**src/hw/rtl/assert_macros.svh**
```systemverilog
// Assertion macros shared by the matrix transform RTL.
// Each macro expects clk_i and rst_ni to be visible in the module that uses it.
`ifndef ASSERT_MACROS_SVH
`define ASSERT_MACROS_SVH

// Clocked property, disabled while reset is asserted.
`define MVT_ASSERT(label, prop, msg) \
  label: assert property (@(posedge clk_i) disable iff (!rst_ni) (prop)) else $error(msg);

// Clocked implication, disabled while reset is asserted.
`define MVT_ASSERT_IMPL(label, ante, cons, msg) \
  `MVT_ASSERT(label, (ante) |-> (cons), msg)

`endif

```
**src/hw/rtl/mvt_pkg.sv**
```systemverilog
// Shared types and constants for the 4x4 Q16.16 matrix-vector transform.
// Used by the channel interfaces and every module of the block.
package mvt_pkg;

  // Fixed-point format and matrix size.
  localparam int DATA_W    = 32;
  localparam int FRAC_BITS = 16;
  localparam int DIM       = 4;
  localparam int IDX_W     = 2;

  // Number of vector inputs and result outputs carried by one item.
  localparam int NVEC      = 4;
  localparam int NRES      = 4;
  localparam int VEC_USED  = (DIM < NVEC) ? DIM : NVEC;
  localparam int NLANE     = (DIM < NRES) ? DIM : NRES;

  // Product and accumulator widths.
  localparam int PROD_W    = 2 * DATA_W;
  localparam int ACC_W     = PROD_W + $clog2(DIM);

  // Operation codes.
  localparam logic [1:0] OP_WRITE = 2'd0;
  localparam logic [1:0] OP_COL   = 2'd1;
  localparam logic [1:0] OP_ROW   = 2'd2;
  localparam logic [1:0] OP_READ  = 2'd3;

  // Saturation limits.
  localparam logic signed [DATA_W-1:0] SAT_POS = {1'b0, {(DATA_W-1){1'b1}}};
  localparam logic signed [DATA_W-1:0] SAT_NEG = {1'b1, {(DATA_W-1){1'b0}}};

  typedef logic signed [DATA_W-1:0] elem_t;
  typedef logic signed [PROD_W-1:0] prod_t;
  typedef logic signed [ACC_W-1:0]  acc_t;

  // Control that travels with an item down the pipeline.
  typedef struct packed {
    logic valid;
    logic is_read;
  } stage_ctl_t;

endpackage

```
**src/hw/rtl/mvt_out_if.sv**
```systemverilog
// Result channel of the matrix transform: valid/ready plus the result fields.
// Depends on mvt_pkg for the field types.
interface mvt_out_if import mvt_pkg::*; ();
  logic  valid;
  logic  ready;
  elem_t res_x;
  elem_t res_y;
  elem_t res_z;
  elem_t res_w;
  logic  saturated;

  modport source (
    output valid, res_x, res_y, res_z, res_w, saturated,
    input  ready
  );
  modport sink (
    input  valid, res_x, res_y, res_z, res_w, saturated,
    output ready
  );
endinterface

```
**src/hw/rtl/mvt_merge.sv**
```systemverilog
// Merge stage: scales each lane sum back to Q16.16 and saturates it, or takes read
// data; gathers the result item and holds it in the output register. Depends on mvt_pkg.
`include "assert_macros.svh"

module mvt_merge import mvt_pkg::*; (
  input  logic          clk_i,
  input  logic          rst_ni,
  input  stage_ctl_t    ctl_i,
  input  elem_t         rd_data_i,
  input  acc_t          sum_i [NLANE],
  output logic          en_o,
  mvt_out_if.source     out_o
);

  logic  valid_q;
  logic  rd_q;
  elem_t res_d [NRES];
  elem_t res_q [NRES];
  logic  sat_d;
  logic  sat_q;
  acc_t  shifted;
  logic  fits;

  // The pipeline moves whenever the output register is free or being taken.
  assign en_o = !valid_q || out_o.ready;

  // Floor shift by the fraction width, then clip to 32 bits.
  always_comb begin
    res_d   = '{default: '0};
    sat_d   = 1'b0;
    shifted = '0;
    fits    = 1'b1;
    if (ctl_i.is_read) begin
      res_d[0] = rd_data_i;
    end else begin
      for (int i = 0; i < NLANE; i++) begin
        shifted = sum_i[i] >>> FRAC_BITS;
        fits    = (&shifted[ACC_W-1:DATA_W-1]) || !(|shifted[ACC_W-1:DATA_W-1]);
        if (fits) begin
          res_d[i] = shifted[DATA_W-1:0];
        end else begin
          res_d[i] = shifted[ACC_W-1] ? SAT_NEG : SAT_POS;
          sat_d    = 1'b1;
        end
      end
    end
  end

  // Output register control.
  always_ff @(posedge clk_i or negedge rst_ni) begin
    if (!rst_ni) begin
      valid_q <= 1'b0;
    end else if (en_o) begin
      valid_q <= ctl_i.valid;
    end
  end

  // Output register payload.
  always_ff @(posedge clk_i) begin
    if (en_o) begin
      res_q <= res_d;
      sat_q <= sat_d;
      rd_q  <= ctl_i.is_read;
    end
  end

  assign out_o.valid     = valid_q;
  assign out_o.res_x     = res_q[0];
  assign out_o.res_y     = res_q[1];
  assign out_o.res_z     = res_q[2];
  assign out_o.res_w     = res_q[3];
  assign out_o.saturated = sat_q;

  // A read result carries only the element in its first component.
  `MVT_ASSERT_IMPL(a_read_clean, valid_q && rd_q, (res_q[1] == '0) && (res_q[2] == '0) && (res_q[3] == '0) && !sat_q, "read result not clean")
  // A saturated transform has at least one component at a limit.
  `MVT_ASSERT_IMPL(a_sat_limit, valid_q && sat_q, (res_q[0] == SAT_POS) || (res_q[0] == SAT_NEG) || (res_q[1] == SAT_POS) || (res_q[1] == SAT_NEG) || (res_q[2] == SAT_POS) || (res_q[2] == SAT_NEG) || (res_q[3] == SAT_POS) || (res_q[3] == SAT_NEG), "saturation flag without clipped value")

endmodule

```
**src/flat_wrapper.sv**
```systemverilog
// flat-port wrapper written by rule: the top's interface ports become plain ports
module mvt_merge_flat import mvt_pkg::*;
  (clk_i, rst_ni, ctl_i, rd_data_i, sum_i, en_o, out_o_valid, out_o_res_x, out_o_res_y, out_o_res_z, out_o_res_w, out_o_saturated, out_o_ready);
  mvt_out_if out_o_i ();
  input  logic clk_i;
  input  logic rst_ni;
  input  stage_ctl_t ctl_i;
  input  elem_t rd_data_i;
  input  acc_t sum_i[NLANE];
  output logic en_o;
  output wire logic [$bits(out_o_i.valid)-1:0] out_o_valid;
  output wire logic [$bits(out_o_i.res_x)-1:0] out_o_res_x;
  output wire logic [$bits(out_o_i.res_y)-1:0] out_o_res_y;
  output wire logic [$bits(out_o_i.res_z)-1:0] out_o_res_z;
  output wire logic [$bits(out_o_i.res_w)-1:0] out_o_res_w;
  output wire logic [$bits(out_o_i.saturated)-1:0] out_o_saturated;
  input wire logic [$bits(out_o_i.ready)-1:0] out_o_ready;
  assign out_o_valid = out_o_i.valid;
  assign out_o_res_x = out_o_i.res_x;
  assign out_o_res_y = out_o_i.res_y;
  assign out_o_res_z = out_o_i.res_z;
  assign out_o_res_w = out_o_i.res_w;
  assign out_o_saturated = out_o_i.saturated;
  assign out_o_i.ready = out_o_ready;
  mvt_merge u_core (.clk_i(clk_i), .rst_ni(rst_ni), .ctl_i(ctl_i), .rd_data_i(rd_data_i), .sum_i(sum_i), .en_o(en_o), .out_o(out_o_i));
endmodule
```
**config.mk**
```make
export PLATFORM = sky130hd
export DESIGN_NAME = mvt_merge_flat
export DESIGN_NICKNAME = d
export VERILOG_FILES = /design/src/hw/rtl/mvt_pkg.sv /design/src/hw/rtl/mvt_out_if.sv /design/src/hw/rtl/mvt_merge.sv /design/src/flat_wrapper.sv
export VERILOG_INCLUDE_DIRS = /design/src /design/src/hw/rtl
export SDC_FILE = /design/constraint.sdc
export NUM_CORES = 1
export LEC_CHECK = 0
export ABC_AREA = 1
export BUFFER_PORTS_ARGS = -buffer_cell sky130_fd_sc_hd__buf_2
export CAP_MARGIN = 30
export CORE_AREA = 4 4 164 166
export DETAILED_ROUTE_END_ITERATION = 8
export DIE_AREA = 0 0 168 170
export SLEW_MARGIN = 10
export SYNTH_ARGS = -nofsm -noshare
export SYNTH_HDL_FRONTEND = slang
export SYNTH_SLANG_ARGS = --single-unit
```
**constraint.sdc**
```tcl
create_clock -name clk_i -period 5.6 [get_ports clk_i]
set_input_delay 0.84 -clock clk_i [delete_from_list [all_inputs] [get_ports clk_i]]
set_output_delay 0.84 -clock clk_i [all_outputs]
set_load 0.05 [all_outputs]
```
==> flow_metrics.tcl <==
set metrics [dict create \
    start_kind "primary input" \
    netlist.area_leader.share 0.6433 \
    cts_buffer_depth 2 \
    yosys-top-cells-area "edfxtp_1 64%, nand2_1 11%, a21oi_1 8.4%, nor2_1 5.7%, a21oi_2 3.3%" \
    postSynthCellCount 594 \
    vias 5576 \
    grt_pass1_wl_mm 29.10 \
    cts.sinks 130 \
    r2r_start "u_core.out_o.valid$_DFFE_PN0P_" \
    yosysWarnings 0 \
    layout.nets 1254 \
    yosysSeqAreaShare 0.6474 \
    drt-initial-drc-count 295 \
    fin_ws_ps 3321 \
    synth-seq-cells 130 \
    status "completed" \
    initial_utilization 0.2351 \
    synth_flop_cell "edfxtp_1" \
    power_w 0.002828 \
    cts_setup_buffers 0 \
    nFillCells 2615 \
    hp-class "in -> async" \
    routabilityCongestion 0.8489 \
    synth_edf_count 129 \
    synth_area_mm2 0.006022 \
    setup-tns-final_ps 0 \
    dp.cells 1268 \
    worstSetupEndpointType "output pin" \
    worstSetupStartpoint "out_o_ready" \
    rows 59 \
    wl_mm 19.90 \
    cts_buffers 17 \
    hpwl_mm 14.71 \
    ys_async_sr_fraction 0.007692 \
    power_frac_clock 0.381 \
    drive_gt1_frac 0.4503 \
    drt-wirelength-per-cell_um 15.29 \
    cts.clk_slew.worst_paths_ps 70 \
    p_seq_frac 0.418 \
    cp_slowest_cell "buf_2" \
    grt_pass1_vias 5299 \
    grt_max_degree 64 \
    syn_nets 895 \
    ios 432 \
    via_per_inst 4.286 \
    multi_input_area_mm2 0.001876 \
    core_mm2 0.02562 \
    fp.dieArea_mm2 0.02856 \
    cp_top_family "buffers and inverters" \
    crit_arrival_ps 1440 \
    post-route-drc-count 0 \
    p_leak_nw 3.732 \
    antenna_found_initial 4 \
    synth.most_common_cell "nand2_1" \
    power_switching_w 0.0009024 \
    diodes 0 \
    synth_area_leader_cell "edfxtp_1" \
    hold_viol 0 \
    required_ps 4760 \
    path_common_cell "buf_2" \
    finish.utilization 0.3428 \
    slowest_delay_ps 340 \
    port_buffers 367 \
    timing.fmax_mhz 438.8 \
    slew_headroom 0.4328 \
    holdBufCountCts 0 \
    synth_common_cells "173 x nand2_1, 129 x edfxtp_1, 101 x a21oi_1" \
    ctsResizeCount 0 \
    die_width_um 168 \
    area_growth_pct 45.81 \
    worstPathCellList "buf_2, inv_1, nand2_4, buf_2" \
    switching_share 0.3191 \
    finClkSkew_ps 14.62 \
    pre_cts_ws_ps 2928 \
    cts_tree "built" \
    globalRouteTotalUtil 0.1301 \
    critical_path_class "in -> out" \
    root_buffer "clkbuf_16" \
    crit_buf_inv 3 \
    overflow 0 \
    worstPathMaxFanout 7 \
    p_comb_frac 0.201 \
    fin_crit_ps 2279 \
    setup_viol 0 \
    synth_cell_type_count 21 \
    h-tree-depth 4 \
    clock_latency_ps 410 \
    regArea_mm2 0.003899 \
    p_int_w 0.001925 \
    tightest_slew_ps 850.8 \
    period_share 0.4069 \
    avgSynthCellArea_um2 10.14 \
    rsz0062_at_grt "false" \
    maxSlewViolCount 0 \
    cap_violations 0 \
    die_h_um 170 \
    antenna_left 0 \
    fin_cells 1301 \
    ir_worst_vdd_uv 120.2 \
    power-per-cell-area_mw_per_mm2 322.1 \
    firstDrtPassIters 4 \
]
## cell families after synthesis
| kind of cell | Yosys count | share of synthesized area |
|---|---|---|
| and+or+nand+nor | 289 | 0.1893 |
| AOI/OAI and AO/OA | 126 | 0.1209 |
| DFF | 130 | 0.6474 |
| buffers and inverters | 49 | 0.04239 |
## routing by layer
metal	global-route usage	wire length [µm]	vias up
met5	0	50	-
met4	0.04058	301	8
met3	0.04530	1833	23
met2	0.2255	9935	239
met1	0.1520	7776	2544
li1	-	-	2762
## metrics by stage
step,instance area (µm²),hold WS (ps)
6_report,8781,186.0
5_1_grt,8781,152.5
4_1_cts,8753,160.2
3_5_place_dp,8192,618.7
3_3_place_gp,8119,617.2
2_1_floorplan,6022,544.4
## power by group through the flow
stage          logic (W)  registers (W)  clock network (W)
2_1_floorplan  0.0000936        0.00149                  0
3_3_place_gp    0.000567        0.00120                  0
3_5_place_dp    0.000572        0.00120                  0
4_1_cts         0.000573        0.00118            0.00112
5_1_grt         0.000602        0.00119            0.00117
6_report        0.000568        0.00118            0.00108
## worst paths after layout
check	to	slack (ps)	depth (start not counted)
worst max-delay path	en_o	3320	4
max in group asynchronous	u_core.out_o.valid$_DFFE_PN0P_	5330	1
worst min-delay path	u_core.out_o.valid$_DFFE_PN0P_	190	1
worst max register to register	u_core.out_o.res_y[12]$_SDFFCE_PP0P_	3910	2
worst min register to register	u_core.out_o.res_w[8]$_SDFFCE_PP0P_	720	1
min in group clk_i	u_core.out_o.valid$_DFFE_PN0P_	610	3
## sequential cells by signal, indices dropped and copies added, names as in the netlist
name,cells
u_core.out_o.res_z,32
u_core.out_o.saturated,1
u_core.out_o.res_y,32
u_core.out_o.valid,1
u_core.out_o.res_w,32
u_core.out_o.res_x,32
## cell usage in the layout, fill, tap and decap left out, drive strengths merged
cell	count
nor2	91
nand2	174
edfxtp	129
clkbuf	19
o21ai	1
bufinv	1
inv	15
clkinvlp	5
nand4	8
or2	2
clkinv	3
nand3	11
a21oi	125
buf	378
nor3	3
dfrtp	1
## area by class of cell
type                            instances  area share
Tap cell                              335     0.04773
Inverter                               11    0.004702
Clock inverter                         13     0.01468
Timing Repair Buffer                  378      0.2260
Multi-Input combinational cell        415      0.2136
Sequential cell                       130      0.4440
Clock buffer                           19     0.04930
Power figures use the tool's default switching activity.
